==> src/hdl/dv2a_pkg.sv <==
// package for the direction vector to angles pipeline
// angle table, fixed widths and the binary angle to degrees conversion
package dv2a_pkg;

    localparam int CORDIC_W = 36;
    localparam int STEPS    = 32;

    typedef logic [31:0] t_bam;
    typedef logic [24:0] t_deg;
    typedef logic signed [CORDIC_W-1:0] t_cval;

    localparam t_bam HALF_TURN_BAM  = 32'h8000_0000;
    localparam t_deg DEG_FULL_Q     = 25'(360 * 65536);
    localparam t_deg DEG_PITCH_UP   = 25'(270 * 65536);
    localparam t_deg DEG_PITCH_DOWN = 25'(90 * 65536);

    function automatic t_bam atan_bam(input logic [4:0] idx);
        t_bam v;
        unique case (idx)
            5'd0:  v = 32'h20000000;
            5'd1:  v = 32'h12E4051E;
            5'd2:  v = 32'h09FB385B;
            5'd3:  v = 32'h051111D4;
            5'd4:  v = 32'h028B0D43;
            5'd5:  v = 32'h0145D7E1;
            5'd6:  v = 32'h00A2F61E;
            5'd7:  v = 32'h00517C55;
            5'd8:  v = 32'h0028BE53;
            5'd9:  v = 32'h00145F2F;
            5'd10: v = 32'h000A2F98;
            5'd11: v = 32'h000517CC;
            5'd12: v = 32'h00028BE6;
            5'd13: v = 32'h000145F3;
            5'd14: v = 32'h0000A2FA;
            5'd15: v = 32'h0000517D;
            5'd16: v = 32'h000028BE;
            5'd17: v = 32'h0000145F;
            5'd18: v = 32'h00000A30;
            5'd19: v = 32'h00000518;
            5'd20: v = 32'h0000028C;
            5'd21: v = 32'h00000146;
            5'd22: v = 32'h000000A3;
            5'd23: v = 32'h00000051;
            5'd24: v = 32'h00000029;
            5'd25: v = 32'h00000014;
            5'd26: v = 32'h0000000A;
            5'd27: v = 32'h00000005;
            5'd28: v = 32'h00000003;
            5'd29: v = 32'h00000001;
            5'd30: v = 32'h00000001;
            default: v = 32'h00000000;
        endcase
        return v;
    endfunction

    // acc * 360 with round half up, full turn wraps to zero
    function automatic t_deg bam_to_deg(input t_bam acc);
        logic [40:0] w;
        logic [40:0] p;
        t_deg t;
        w = {9'b0, acc};
        p = (w << 8) + (w << 6) + (w << 5) + (w << 3) + 41'd32768;
        t = p[40:16];
        if (t >= DEG_FULL_Q) begin
            t = '0;
        end
        return t;
    endfunction

endpackage

==> src/hdl/dv2a_cordic_stage.sv <==
// one vectoring iteration of the cordic with a carried side word
// depends on dv2a_pkg for the angle table and widths
module dv2a_cordic_stage
    import dv2a_pkg::*;
#(
    parameter int STEP = 0,
    parameter int SB_W = 1
) (
    input  logic            i_clk,
    input  logic            i_en,
    input  t_cval           i_a,
    input  t_cval           i_b,
    input  t_bam            i_acc,
    input  logic [SB_W-1:0] i_sb,
    output t_cval           o_a,
    output t_cval           o_b,
    output t_bam            o_acc,
    output logic [SB_W-1:0] o_sb
);
    t_cval           n_a, n_b, r_a, r_b;
    t_bam            n_acc, r_acc;
    logic [SB_W-1:0] r_sb;
    t_cval           da, db;

    always_comb begin
        da = i_a >>> STEP;
        db = i_b >>> STEP;
        if (!i_b[CORDIC_W-1]) begin
            n_a   = i_a + db;
            n_b   = i_b - da;
            n_acc = i_acc + atan_bam(5'(STEP));
        end else begin
            n_a   = i_a - db;
            n_b   = i_b + da;
            n_acc = i_acc - atan_bam(5'(STEP));
        end
    end

    always_ff @(posedge i_clk) begin
        if (i_en) begin
            r_a   <= n_a;
            r_b   <= n_b;
            r_acc <= n_acc;
            r_sb  <= i_sb;
        end
    end

    assign o_a   = r_a;
    assign o_b   = r_b;
    assign o_acc = r_acc;
    assign o_sb  = r_sb;
endmodule

==> config.mk <==
export PLATFORM = sky130hd
export DESIGN_NAME = dv2a_cordic_stage
export DESIGN_NICKNAME = d
export VERILOG_FILES = /design/src/hdl/dv2a_pkg.sv /design/src/hdl/dv2a_cordic_stage.sv
export SDC_FILE = /design/constraint.sdc
export NUM_CORES = 1
export LEC_CHECK = 0
export BUFFER_PORTS_ARGS = -buffer_cell sky130_fd_sc_hd__buf_2
export CORE_UTILIZATION = 40
export DETAILED_ROUTE_END_ITERATION = 12
export PLACE_DENSITY = 0.67
export SYNTH_ARGS = -nofsm -noshare
export SYNTH_HDL_FRONTEND = slang
export SYNTH_SLANG_ARGS = --single-unit
==> constraint.sdc <==
create_clock -name i_clk -period 4.6 [get_ports i_clk]
set_input_delay 0.92 -clock i_clk [delete_from_list [all_inputs] [get_ports i_clk]]
set_output_delay 0.92 -clock i_clk [all_outputs]
set_load 0.05 [all_outputs]
==> results.json <==
{
  "status": "finished, final reports clean",
  "synth_fp_nets": 1313,
  "synth_top_area_cell": "edfxtp_1",
  "yosysWarnings": 0,
  "clock.fmax_mhz": 263,
  "cts_max_path_buffers": 2,
  "setup-violations-final": 0,
  "crit_arrival_ps": 4010,
  "cts_tree": "done",
  "p_int_mw": 2.09,
  "hold_depth": 1,
  "clockRootBuffer": "clkbuf_16",
  "dp_slack_ps": 503,
  "combPwrFrac_pct": 45.1,
  "startpoint_type": "input pin",
  "drv_cap": 0,
  "grt_pass1_vias": 8431,
  "synth_area_um2": 9640,
  "switching_share_pct": 43.8,
  "yosys_most_used_dff": "edfxtp_1",
  "pin_count": 212,
  "hold_buffers": 0,
  "post_cts_resized": 0,
  "htreeDepth": 3,
  "die_area_um2": 24700,
  "crit_fanout": 4,
  "num_vias": 9071,
  "netlist-cell-type-count": 74,
  "drt_wl_total_um": 30300,
  "timing.final.crit_period_ps": 3800,
  "tightest_slew_ps": 976,
  "p_leak_nw": 5.06,
  "die_h_um": 157,
  "dr.first_iter.drc_count": 873,
  "synth-edff-count": 104,
  "drtAntennaViolNets": 0,
  "dp_hpwl_um": 23800,
  "hold_violations": 0,
  "grt_antenna_before_repair": 0,
  "grt_pass1_wl_um": 46000,
  "firstDrtPassIters": 6,
  "drc": 0,
  "clk_transition_reported_paths_ps": 80,
  "synth_top_area_share_pct": 32.4,
  "async_reset_ff_share_pct": 0,
  "p_per_area_nw_per_um2": 328,
  "start_util_pct": 40.9,
  "synthTopCellsByArea": "edfxtp_1 (32%), ha_1 (14%), a21oi_1 (6.6%), xnor2_1 (5.0%), o21ai_0 (4.3%)",
  "synthCells": 1097,
  "final.fill_count": 2340,
  "p_clk_share_pct": 21.2,
  "rsz0062_at_grt": "false",
  "grt_overflow": 0,
  "max_slew_margin_pct": 34.9,
  "cp-end-kind": "flop",
  "core_um2": 23500,
  "seqPwrFrac_pct": 33.8,
  "worst_slack_ps": 796,
  "cts_setup_buffers": 0,
  "cts_sinks": 104,
  "synth.avg_cell_area_um2": 8.78,
  "layout.nets": 1506,
  "drive_gt1_share_pct": 20.8,
  "grt_max_degree": 72,
  "wl_per_cell_um": 18.8,
  "tns_ps": 0,
  "routabilityCongestion": 0.975,
  "dieWidth_um": 157,
  "ys_ff_latch": 104,
  "grtUsageTotal_pct": 24.2,
  "crit_required_ps": 4810,
  "diodes": 0,
  "io_buffers": 211,
  "ys_seq_area_share_pct": 32.4,
  "syn2layout_area_growth_pct": 17.6,
  "crit_type": "in2reg",
  "rows": 56,
  "irDropWorstVdd_v": 0.000205,
  "finalMaxSlewViolations": 0,
  "period_share_pct": 82.7,
  "viasPerCell": 5.62,
  "cts_buffers": 9,
  "hp-class": "in2reg",
  "p_switching_mw": 1.63
}
-- cell families after synthesis --
kind of cell	Yosys count	synth area share, %
AND/OR/NAND/NOR	251	12.7
multiplexers	17	1.77
AO/OA/AOI/OAI	385	25.7
adder cells (fa/ha/maj)	109	14.5
buffers and inverters	163	6.75
flip-flops	104	32.4
XOR/XNOR	68	6.18
-- path summary, 6_finish.rpt --
kind / start / to / slack, ps
worst min-delay path: i_acc[1] / o_acc[1] / 730
worst max-delay path: i_a[0] / o_a[34] / 800
-- cell usage in the layout, fill, tap and decap left out, types with 6 or more instances in the layout --
master and n:
nor2b_1 17, a211oi_1 13, o21a_1 12, a21oi_1 128
ha_1 105, o21bai_1 24, inv_1 109, o211ai_1 14
o21ai_0 82, o31ai_1 9, nor3_1 18, nor4_1 9
nor2_1 88, edfxtp_1 104, clkbuf_16 9, nand3_1 13
mux2i_1 17, and3_1 8, a21o_1 27, nand4_1 14
nand2_1 49, buf_4 25, xor2_1 13, o221ai_1 6
buf_2 210, xnor2_1 55
-- synth_stat cells (all sizes together), types with 10 or more instances --
| cell type | n |
|---|---|
| inv | 109 |
| nand2 | 49 |
| o31ai | 10 |
| a21oi | 130 |
| buf | 31 |
| nor3 | 18 |
| o21ai | 87 |
| nand4 | 14 |
| xnor2 | 55 |
| o21bai | 24 |
| nor4 | 10 |
| nand3 | 13 |
| o21a | 12 |
| a211oi | 13 |
| a21o | 27 |
| nor2b | 17 |
| clkbuf | 22 |
| o211ai | 14 |
| mux2i | 17 |
| ha | 105 |
| xor2 | 13 |
| edfxtp | 104 |
| nor2 | 88 |
-- sequential cells by signal, summed over array words and instances, names as in the netlist --
| register | cells |
|---|---|
| o_acc | 32 |
| o_a | 36 |
| o_sb | 1 |
| o_b | 35 |
-- power by group through the flow --
stage               clock network [mW]  logic (mW)  registers, mW
floorplan                            0       0.708           1.76
global placement                     0        1.65           1.27
detailed placement                   0        1.65           1.28
CTS                              0.806        1.66           1.26
global route                     0.838        1.78           1.27
finish                           0.786        1.67           1.25
-- critical path, cell delays in order --
cell	delay, ps
buf_2	120
ha_1	240
fa_1	420
nor2b_1	180
o311a_1	330
o22ai_2	330
o21a_1	210
o21ai_1	110
nor2b_1	170
a221o_1	360
or4b_1	490
nand3_1	130
-- metrics by stage --
| stage | area [um2] | utilization (%) | hold WS, ps | total power [mW] | cells |
|---|---|---|---|---|---|
| after global routing | 11300 | 48.1 | 711 | 3.89 | 1614 |
| after CTS | 11300 | 48.1 | 718 | 3.72 | 1614 |
| after floorplan | 9640 | - | 1020 | 2.47 | 1097 |
| final | 11300 | 48.1 | 729 | 3.71 | 1614 |
| after global placement | 11000 | 46.9 | 1100 | 2.93 | 1598 |
| after detailed placement | 11000 | 46.9 | 1100 | 2.93 | 1598 |
-- final cells by class --
| cell class | count | area (um2) | share of cell area [%] |
|---|---|---|---|
| multi-input combinational | 830 | 5860 | 51.8 |
| sequential | 104 | 3120 | 27.6 |
| timing repair buffer | 235 | 1240 | 10.9 |
| inverter | 110 | 413 | 3.64 |
| tap | 319 | 399 | 3.52 |
| clock buffer | 10 | 229 | 2.02 |
| clock inverter | 6 | 62.6 | 0.552 |
-- metal layers --
| metal | wire, um | track usage [%] |
|---|---|---|
| met5 | 0 | 0 |
| met1 | 13900 | 33.8 |
| met2 | 13300 | 37.6 |
| met3 | 2240 | 4.32 |
| met4 | 780 | 7.77 |
No activity file was read; power rests on OpenSTA's default activity.
