**config.mk**
```make
export PLATFORM = sky130hd
export DESIGN_NAME = dv2a_sqrt_stage
export DESIGN_NICKNAME = d
export VERILOG_FILES = /design/src/hdl/dv2a_sqrt_stage.sv
export SDC_FILE = /design/constraint.sdc
export NUM_CORES = 1
export LEC_CHECK = 0
export BUFFER_PORTS_ARGS = -buffer_cell sky130_fd_sc_hd__buf_2
export CORE_AREA = 4 4 105 107
export CTS_BUF_LIST = sky130_fd_sc_hd__clkbuf_2 sky130_fd_sc_hd__clkbuf_4 sky130_fd_sc_hd__clkbuf_8
export DETAILED_ROUTE_END_ITERATION = 8
export DIE_AREA = 0 0 109 111
export PLACE_DENSITY_LB_ADDON = 0.1
export SYNTH_ARGS = -nofsm -noshare
export SYNTH_HDL_FRONTEND = slang
export SYNTH_SLANG_ARGS = --single-unit
```
**constraint.sdc**
```tcl
create_clock -name i_clk -period 5.5 [get_ports i_clk]
set_input_delay 1.65 -clock i_clk [delete_from_list [all_inputs] [get_ports i_clk]]
set_output_delay 1.65 -clock i_clk [all_outputs]
set_load 0.01 [all_outputs]
```
**src/hdl/dv2a_sqrt_stage.sv**
```systemverilog
// one bit of the pipelined integer square root
// depends on nothing outside this file
module dv2a_sqrt_stage #(
    parameter int BIT = 31
) (
    input  logic        i_clk,
    input  logic        i_en,
    input  logic [63:0] i_rem,
    input  logic [31:0] i_root,
    output logic [63:0] o_rem,
    output logic [31:0] o_root
);
    logic [65:0] trial;
    logic [63:0] n_rem;
    logic [31:0] n_root;
    logic [63:0] r_rem;
    logic [31:0] r_root;

    always_comb begin
        trial = ({34'b0, i_root} << (BIT + 1)) + (66'd1 << (2 * BIT));
        if ({2'b0, i_rem} >= trial) begin
            n_rem  = i_rem - trial[63:0];
            n_root = i_root | (32'd1 << BIT);
        end else begin
            n_rem  = i_rem;
            n_root = i_root;
        end
    end

    always_ff @(posedge i_clk) begin
        if (i_en) begin
            r_rem  <= n_rem;
            r_root <= n_root;
        end
    end

    assign o_rem  = r_rem;
    assign o_root = r_root;
endmodule

```
==> results.cfg, run 1 <==
[floorplanning]
io-pin-count = 194
fp.coreArea_um2 = 10100
die_h_um = 111
start_util_pct = 54.8
rows = 37
die_area_um2 = 12100
die_x_um = 109

[setup_path]
startpoint_type = primary input
path_max_fanout = 17
crit_family = compound AO/OA/AOI/OAI gates
cp.depth = 11
cp.arrival_ns = 4.56
path_common_cell = a21o_1
critPathKind = primary input to flop
slowest_delay_ns = 0.60
endpoint_kind = flop
required_ns = 5.63
crit_buf_inv = 3
slowest_stage = o211ai_2
crit_chain = buf_2 -> inv_1 -> ha_1 -> and3_1 -> a221o_1 -> a21o_1 -> a21o_1 -> o211ai_2 -> nand2_2 -> buf_4 -> mux2_4

[timing]
grt_setup_unrepaired = false
final.setup.tns_ns = 0
worst_pin_slew_ns = 0.822
slew_violations = 0
max_freq_ghz = 0.226
min_period_ns = 4.43
maxSlewHeadroom_pct = 45.2
hold_viol = 0
fin_ws_ns = 1.07
setup_viol = 0
period_share_pct = 80.5

[run]
max-cap-violations = 0

[synth]
ys_warn_count = 0
syn_area_per_cell_um2 = 11.5
synth_seq_area_share_pct = 51.8
ys.flop_type = edfxtp_1
syn_inst = 485
synthesis.nets = 617
ys_ff_latch = 96
synth_cell_types = 60
synth_area_um2 = 5560
synth_enable_flop_cells = 96
ys_async_sr_fraction_pct = 0

[detailed_routing]
via_per_inst = 5.68
avgRoutedWirePerCell_um = 18.0
wl_um = 14600
postRouteAntennaNets = 0
post-route-drc-count = 0
first_pass_iters = 4
drt-initial-drc-count = 303
dr_total_vias = 4622

[global_routing]
antenna_found_initial = 0
grt_overflow = 0
grt_max_degree = 64
grt_pass1_wl_um = 22700
track_usage_pct = 23.9
grt_pass1_vias = 4567

[pwr]
total_power_mw = 1.92
powerDensity_nw_per_um2 = 280
ir_worst_vdd_v = 0.000198
switching_share_pct = 29.0
p_int_mw = 1.36
p_leak_nw = 3.11
p_sw_mw = 0.555
p_seq_share_pct = 47.4
power_frac_clock_pct = 26.8
p_comb_share_pct = 25.8

[placement]
io_buffers = 193
placed_area_um2 = 6630
gp_congestion = 0.833
dp_hpwl_um = 11300
dp_slack_ns = 0.725

[clocking]
h-tree-depth = 3
clockRootBuffer = clkbuf_8
cts_sinks = 96
cts_tree = done
postCtsSetupRepairBufs = 0
cts_buffer_depth = 2
clk_pin_slew_ns = 0.09
ctsHoldBuffers = 0
cts_resized = 0
cts_buffers = 9

[layout]
finish.utilization_pct = 67.5
final_cell_mix = buf_2, edfxtp_1, inv_1
antenna_cells = 0
final_common_cell = buf_2
drive_gt1_share_pct = 35.1
areaGrowthSynthToFinish_pct = 23.1
postLayoutCellArea_um2 = 6850
nNetsFinal = 806

[hold_path]
hold_path.class = primary input to flop
min_path_cells = 1

[run_status]
status = finished clean
-- power by group through the flow --
stage	Sequential, mW	Combinational [mW]	Clock [mW]
6_report	0.908	0.494	0.514
5_1_grt	0.915	0.541	0.557
4_1_cts	0.909	0.493	0.523
3_5_place_dp	0.925	0.489	0
3_3_place_gp	0.924	0.481	0
2_1_floorplan	0.967	0.262	0
-- cell usage after synthesis (2+ instances only) --
| cell | count | area share (%) |
|---|---|---|
| ha_1 | 33 | 7.4 |
| inv_1 | 37 | 2.5 |
| o21ai_0 | 19 | 1.7 |
| nor4_1 | 11 | 1.2 |
| nor2b_1 | 5 | 0.56 |
| or2_2 | 2 | 0.22 |
| nand4_1 | 8 | 0.90 |
| buf_6 | 2 | 0.41 |
| a211oi_1 | 3 | 0.41 |
| edfxtp_1 | 96 | 52 |
| nand2_1 | 27 | 1.8 |
| o31a_1 | 2 | 0.32 |
| o211ai_1 | 2 | 0.27 |
| o2111ai_1 | 2 | 0.32 |
| a221o_1 | 2 | 0.36 |
| mux2_4 | 14 | 3.8 |
| o2111a_1 | 2 | 0.41 |
| o21a_1 | 9 | 1.2 |
| or3_1 | 6 | 0.68 |
| xnor2_1 | 7 | 1.1 |
| and2_1 | 5 | 0.56 |
| nor3_1 | 12 | 1.1 |
| clkbuf_1 | 9 | 0.61 |
| nand3_1 | 19 | 1.7 |
| nor2_1 | 16 | 1.1 |
| a21o_1 | 19 | 2.6 |
| o21bai_1 | 4 | 0.54 |
| a21oi_1 | 35 | 3.2 |
| mux2i_1 | 3 | 0.54 |
| and4_1 | 4 | 0.63 |
| o41ai_1 | 7 | 1.1 |
| o31ai_1 | 9 | 1.2 |
| nand2b_1 | 2 | 0.22 |
| buf_2 | 6 | 0.54 |
| a31o_2 | 5 | 0.79 |
| xor2_1 | 9 | 1.4 |
| and3_1 | 8 | 0.90 |
| a31oi_1 | 2 | 0.22 |
-- kinds of logic (layout without fill, tap and decap cells) --
family                     after synthesis  after routing  share of synthesized area, %
buffers and inverters                   55            248                          4.14
AOI/OAI and AO/OA                      134            134                          16.6
muxes                                   17             17                          4.32
and+or+nand+nor                        133            133                          12.8
xor gates and xnor gates                16             16                          2.52
DFF                                     96             96                          51.8
adders and majority gates               34             34                          7.79
-- final timing paths --
| path | from | endpoint | slack [ns] |
|---|---|---|---|
| worst min-delay path | i_rem[11] | o_rem[11]$_DFFE_PP_ | 1.46 |
| worst max-delay path | i_root[13] | o_rem[42]$_DFFE_PP_ | 1.07 |
-- per-layer routing --
metal,up-vias,global-route usage [%],wire length (um)
met2,173,40.8,7290
met5,-,0,0
met4,0,9.68,386
met1,2164,30.0,6060
met3,27,3.67,882
li1,2258,-,-
-- cell type report --
class,count,area (um2)
clock inverter,6,92.6
fill,846,3290
clock buffer,9,124
tap,136,170
sequential,96,2880
timing repair buffer,196,991
inverter,37,139
multi-input combinational,334,2450
-- stage by stage --
stage / hold slack (ns) / instances
after global placement: 1.84 / 799
after global routing: 1.44 / 814
after CTS: 1.44 / 814
final: 1.46 / 814
after floorplan: 1.75 / 485
after detailed placement: 1.84 / 799
-- state kept, by name (all words and copies together) (netlist names) --
register	count
o_rem	64
o_root	32
Power figures use the tool's default switching activity.
==> run 2, diff against run 1 <==
--- a/config.mk
+++ b/config.mk
@@ -6,10 +6,10 @@
 export NUM_CORES = 1
 export LEC_CHECK = 0
 export BUFFER_PORTS_ARGS = -buffer_cell sky130_fd_sc_hd__buf_2
-export CORE_AREA = 4 4 105 107
+export CORE_AREA = 4 4 114 116
 export CTS_BUF_LIST = sky130_fd_sc_hd__clkbuf_2 sky130_fd_sc_hd__clkbuf_4 sky130_fd_sc_hd__clkbuf_8
 export DETAILED_ROUTE_END_ITERATION = 8
-export DIE_AREA = 0 0 109 111
+export DIE_AREA = 0 0 118 120
 export PLACE_DENSITY_LB_ADDON = 0.1
 export SYNTH_ARGS = -nofsm -noshare
 export SYNTH_HDL_FRONTEND = slang
==> constraint.sdc (replaced) <==
create_clock -name i_clk -period 3.9 [get_ports i_clk]
set_input_delay 1.17 -clock i_clk [delete_from_list [all_inputs] [get_ports i_clk]]
set_output_delay 1.17 -clock i_clk [all_outputs]
set_load 0.01 [all_outputs]
==> run 2 against run 1 <==
Sequential cell count unchanged; critical path depth increased by 1; worst setup slack got worse by 0.80 ns; via count increased by 0.58%; global-route usage decreased by 3.0 points; sequential share of layout area decreased by 0.74 points; sequential power increased by 41%; cell count increased by 3.8%; non-clock buffer count increased by 19; clock power increased by 21%; clock-buffer cell count increased by 1; first-iteration DRC count increased by 14%; critical endpoint is now o_rem[62]$_DFFE_PP_; highest routed layer unchanged.
==> results.cfg, run 2 (synthesized netlist as in run 1, its figures left out) <==
[run]
max-cap-violations = 0

[clocking]
cts_resized = 0
clockRootBuffer = clkbuf_8
postCtsSetupRepairBufs = 0
cts_tree = done
h-tree-depth = 3
cts_sinks = 96
ctsHoldBuffers = 0
cts_buffer_depth = 2
cts_buffers = 9
clk_pin_slew_ns = 0.10

[detailed_routing]
wl_um = 14800
first_pass_iters = 5
post-route-drc-count = 0
drt-initial-drc-count = 346
avgRoutedWirePerCell_um = 17.5
via_per_inst = 5.50
postRouteAntennaNets = 0
dr_total_vias = 4649

[layout]
largest_reg_flops = 64
multi_input_comb_area_um2 = 2450
final_common_cell = buf_2
nNetsFinal = 825
fillers = 1039
areaGrowthSynthToFinish_pct = 25.3
antenna_cells = 0
finish.utilization_pct = 58.5
ff_latch_area_um2 = 2880
drive_gt1_share_pct = 37.0
postLayoutCellArea_um2 = 6970
final_cell_mix = buf_2, edfxtp_1, inv_1

[timing]
whs_ns = 0.971
max_freq_ghz = 0.276
hold_viol = 0
min_period_ns = 3.62
final.setup.tns_ns = 0
setup_viol = 0
period_share_pct = 92.9
slew_violations = 0
worst_pin_slew_ns = 0.658
grt_setup_unrepaired = false
maxSlewHeadroom_pct = 56.2

[hold_path]
hold_path.class = primary input to flop

[setup_path]
path_max_fanout = 9
startpoint_type = primary input
crit_start = i_root[30]
required_ns = 4.01
endpoint = o_rem[62]$_DFFE_PP_
cp.arrival_ns = 3.74
endpoint_kind = flop
critPathKind = primary input to flop

[global_routing]
grtUsageMet3_pct = 5.28
grt_pass1_wl_um = 23700
grt_use_met2_pct = 36.5
grt_overflow = 0
busiest_layer = met2
met1_usage_pct = 26.0
track_usage_pct = 20.9
grt_pass1_vias = 4737
antenna_found_initial = 0
grt_max_degree = 50

[floorplanning]
die_x_um = 118
die_h_um = 120
io-pin-count = 194
die_area_um2 = 14200
rows = 40
start_util_pct = 46.7
fp.coreArea_um2 = 11900

[pwr]
p_leak_nw = 3.18
powerDensity_nw_per_um2 = 376
total_power_mw = 2.62
ir_worst_vdd_v = 0.000202

[placement]
io_buffers = 193
dp_hpwl_um = 11900
gp_congestion = 0.949
placed_area_um2 = 6790

[run_status]
status = finished clean
-- run 2: worst max-delay path, cell delays in order --
cell and delay [ns]:
buf_2 0.13, ha_1 0.28, inv_1 0.04, ha_1 0.33
nand2b_1 0.10, nor3_1 0.24, nand4_1 0.15, nor3_1 0.31
a21o_1 0.20, nor2_2 0.06, buf_4 0.18, o41ai_1 0.54
-- run 2: cell type report --
| cell class | instances | area share, % |
|---|---|---|
| Clock buffer | 10 | 1.89 |
| Multi-Input combinational cell | 334 | 35.1 |
| Sequential cell | 96 | 41.4 |
| Clock inverter | 6 | 0.736 |
| Timing Repair Buffer | 215 | 16.3 |
| Inverter | 37 | 1.99 |
| Tap cell | 147 | 2.64 |
-- run 2: worst min path at each step --
stage | start | endpoint | slack, ns | cells after the start
6_report | i_root[25] | o_root[25]$_DFFE_PP_ | 0.97 | 1
5_1_grt | i_rem[19] | o_rem[19]$_DFFE_PP_ | 0.95 | 1
4_1_cts | i_rem[19] | o_rem[19]$_DFFE_PP_ | 0.96 | 1
3_5_place_dp | i_rem[11] | o_rem[11]$_DFFE_PP_ | 1.36 | 1
3_3_place_gp | i_rem[19] | o_rem[19]$_DFFE_PP_ | 1.36 | 1
2_1_floorplan | i_rem[0] | o_rem[0]$_DFFE_PP_ | 1.27 | 0
-- run 2: metrics by stage --
stage / instances / worst slack (ns)
finish: 845 / 0.277
detailed placement: 829 / -0.214
CTS: 845 / 0.176
floorplan: 485 / 0.369
global route: 845 / 0.107
global placement: 829 / -0.0663
-- run 2: routing by layer --
| layer | wire [um] | up-vias |
|---|---|---|
| met3 | 945 | 17 |
| met1 | 6150 | 2171 |
| met4 | 202 | 0 |
| li1 | - | 2291 |
| met2 | 7520 | 170 |
| met5 | 0 | - |
-- run 2: power by group --
group	leakage [nW]	internal, mW	switching (mW)
registers	0.939	1.26	0.0236
logic	2.15	0.320	0.398
clock network	0.0849	0.248	0.373
total	3.18	1.82	0.794
==> run 3, diff against run 2 <==
--- a/config.mk
+++ b/config.mk
@@ -5,11 +5,12 @@
 export SDC_FILE = /design/constraint.sdc
 export NUM_CORES = 1
 export LEC_CHECK = 0
+export ABC_AREA = 1
 export BUFFER_PORTS_ARGS = -buffer_cell sky130_fd_sc_hd__buf_2
-export CORE_AREA = 4 4 114 116
+export CORE_AREA = 4 4 119 121
 export CTS_BUF_LIST = sky130_fd_sc_hd__clkbuf_2 sky130_fd_sc_hd__clkbuf_4 sky130_fd_sc_hd__clkbuf_8
 export DETAILED_ROUTE_END_ITERATION = 8
-export DIE_AREA = 0 0 118 120
+export DIE_AREA = 0 0 123 125
 export PLACE_DENSITY_LB_ADDON = 0.1
 export SYNTH_ARGS = -nofsm -noshare
 export SYNTH_HDL_FRONTEND = slang
==> run 3 against run 2 <==
Sequential power about the same; total power up 8.4%; sequential cell count unchanged; via count up 17%; largest cell class unchanged.
==> results.cfg, run 3 <==
[layout]
areaGrowthSynthToFinish_pct = 22.7
antenna_cells = 0
fillers = 1241
largest_reg_flops = 64
nNetsFinal = 1119
drive_gt1_share_pct = 24.3
final_cell_mix = nand2_1, buf_2, inv_1
final_common_cell = nand2_1
postLayoutCellArea_um2 = 7630

[run]
max-cap-violations = 0

[timing]
grt_setup_unrepaired = false
setup_viol = 0
final.setup.tns_ns = 0
slew_violations = 0
hold_viol = 0
worst_pin_slew_ns = 0.529
fin_ws_ns = 0.984
maxSlewHeadroom_pct = 64.8
min_period_ns = 2.92
period_share_pct = 74.8
max_freq_ghz = 0.343

[synth]
yosysMostFrequentCell = nand2_1
synth.top_cell.area_share_pct = 46.4
ys_ff_latch = 96
ys_async_sr_fraction_pct = 0
ys_warn_count = 0
synthesis.nets = 920
synth_enable_flop_cells = 96
ys.flop_type = edfxtp_1
syn_inst = 788
synth_top_area_cell = edfxtp_1
synth_cell_types = 30
synth_common_cells = nand2_1, inv_1, edfxtp_1
synth_area_leaders = edfxtp_1, nand2_1, inv_1
synth_area_um2 = 6220
synth_seq_area_share_pct = 46.4
syn_area_per_cell_um2 = 7.89

[global_routing]
grt_overflow = 0
grt_pass1_vias = 5425
antenna_found_initial = 0
grt_max_degree = 42
track_usage_pct = 21.0
grt_pass1_wl_um = 25800

[detailed_routing]
via_per_inst = 4.66
first_pass_iters = 5
post-route-drc-count = 0
drt-initial-drc-count = 320
wl_met2_um = 7010
met1_length_um = 7300
dr_total_vias = 5448
wl_um = 15800
avgRoutedWirePerCell_um = 13.5
top_layer = met4
postRouteAntennaNets = 0
met3_length_um = 1210

[placement]
dp_slack_ns = 0.578
dp_hpwl_um = 12700
placed_area_um2 = 7380
io_buffers = 193
gp_congestion = 0.877

[setup_path]
slowest_delay_ns = 0.37
critPathKind = primary input to flop
path_common_cell = nand2_1
cp.arrival_ns = 3.18
endpoint_kind = flop
crit_start = i_root[30]
startpoint_type = primary input
required_ns = 4.16
path_max_fanout = 30
endpoint = o_rem[39]$_DFFE_PP_
crit_chain = buf_2 -> ha_1 -> inv_1 -> ha_1 -> nand2_1 -> o21ai_0 -> a21oi_1 -> nand2_1 -> nor2_4 -> buf_4 -> nand3_1 -> nand2_1
slowest_stage = buf_4

[floorplanning]
die_h_um = 125
die_area_um2 = 15400
fp.coreArea_um2 = 13100
rows = 42
die_x_um = 123
start_util_pct = 47.5
io-pin-count = 194

[pwr]
ir_worst_vdd_v = 0.000141
p_leak_nw = 4.11
powerDensity_nw_per_um2 = 372
total_power_mw = 2.84

[clocking]
cts_sinks = 96
ctsHoldBuffers = 0
cts_tree = done
h-tree-depth = 3
clockRootBuffer = clkbuf_8
cts_buffers = 9
postCtsSetupRepairBufs = 0
cts_buffer_depth = 2
clk_pin_slew_ns = 0.10
cts_resized = 0

[run_status]
status = finished clean

[hold_path]
hold_path.class = primary input to flop
## run 3: cell count changes in the layout (fill, tap and decap cells not counted), sizes merged, moves of 16 or more
cell | previous run | this run
a21o | 19 | 1
nor2 | 17 | 56
nand2 | 28 | 301
nand3 | 19 | 62
buf | 215 | 197
inv | 40 | 162
o21ai | 19 | 3
## run 3: worst min path at each step
| stage | start | endpoint | slack (ns) | cells after the start |
|---|---|---|---|---|
| 3_3_place_gp | i_rem[0] | o_rem[0]$_DFFE_PP_ | 1.36 | 1 |
| 4_1_cts | i_root[27] | o_root[27]$_DFFE_PP_ | 0.95 | 1 |
| 2_1_floorplan | i_rem[0] | o_rem[0]$_DFFE_PP_ | 1.27 | 0 |
| 6_report | i_root[13] | o_root[13]$_DFFE_PP_ | 0.97 | 1 |
| 5_1_grt | i_rem[23] | o_rem[23]$_DFFE_PP_ | 0.95 | 1 |
| 3_5_place_dp | i_root[6] | o_root[6]$_DFFE_PP_ | 1.36 | 1 |
## run 3: cell type report
type	count	area, um2	area share, %
Clock inverter	7	128	1.67
Tap cell	176	220	2.89
Sequential cell	96	2880	37.8
Timing Repair Buffer	197	1010	13.3
Inverter	160	601	7.87
Clock buffer	9	124	1.62
Multi-Input combinational cell	523	2660	34.9
## run 3: cell families (layout without fill, tap and decap cells)
family,Yosys count,after routing,synth area share [%]
adder cells (fa/ha/maj),34,34,6.96
AO/OA/AOI/OAI,25,25,2.09
AND/OR/NAND/NOR,450,450,31.8
XOR/XNOR,14,14,1.97
flip-flops,96,96,46.4
buffers and inverters,169,373,10.8
## run 3: metrics by stage
| step | utilization [%] | hold WS, ns | instances |
|---|---|---|---|
| after CTS | 58.3 | 0.948 | 1168 |
| final | 58.3 | 0.965 | 1168 |
| after global placement | 56.4 | 1.36 | 1152 |
| after detailed placement | 56.4 | 1.36 | 1152 |
| after floorplan | - | 1.27 | 788 |
| after global routing | 58.3 | 0.949 | 1168 |
## run 3: metal layers
metal  track usage [%]  vias to the layer above
met3              3.93                       18
met2              33.5                      168
met4              6.97                        0
met1              28.8                     2403
li1                  -                     2859
met5                 0                        -
## run 3: worst max-delay path, delay by kind of cell
| kind | cells | cell delay [ns] |
|---|---|---|
| fa+ha+maj | 2 | 0.58 |
| buf+inv | 3 | 0.53 |
| compound gates | 2 | 0.23 |
| simple gates | 5 | 0.66 |
## run 3: where the power goes
group / total [mW] / switching (mW) / internal (mW)
clock: 0.809 / 0.375 / 0.434
combinational: 0.744 / 0.471 / 0.273
sequential: 1.28 / 0.0223 / 1.26
total: 2.84 / 0.869 / 1.97
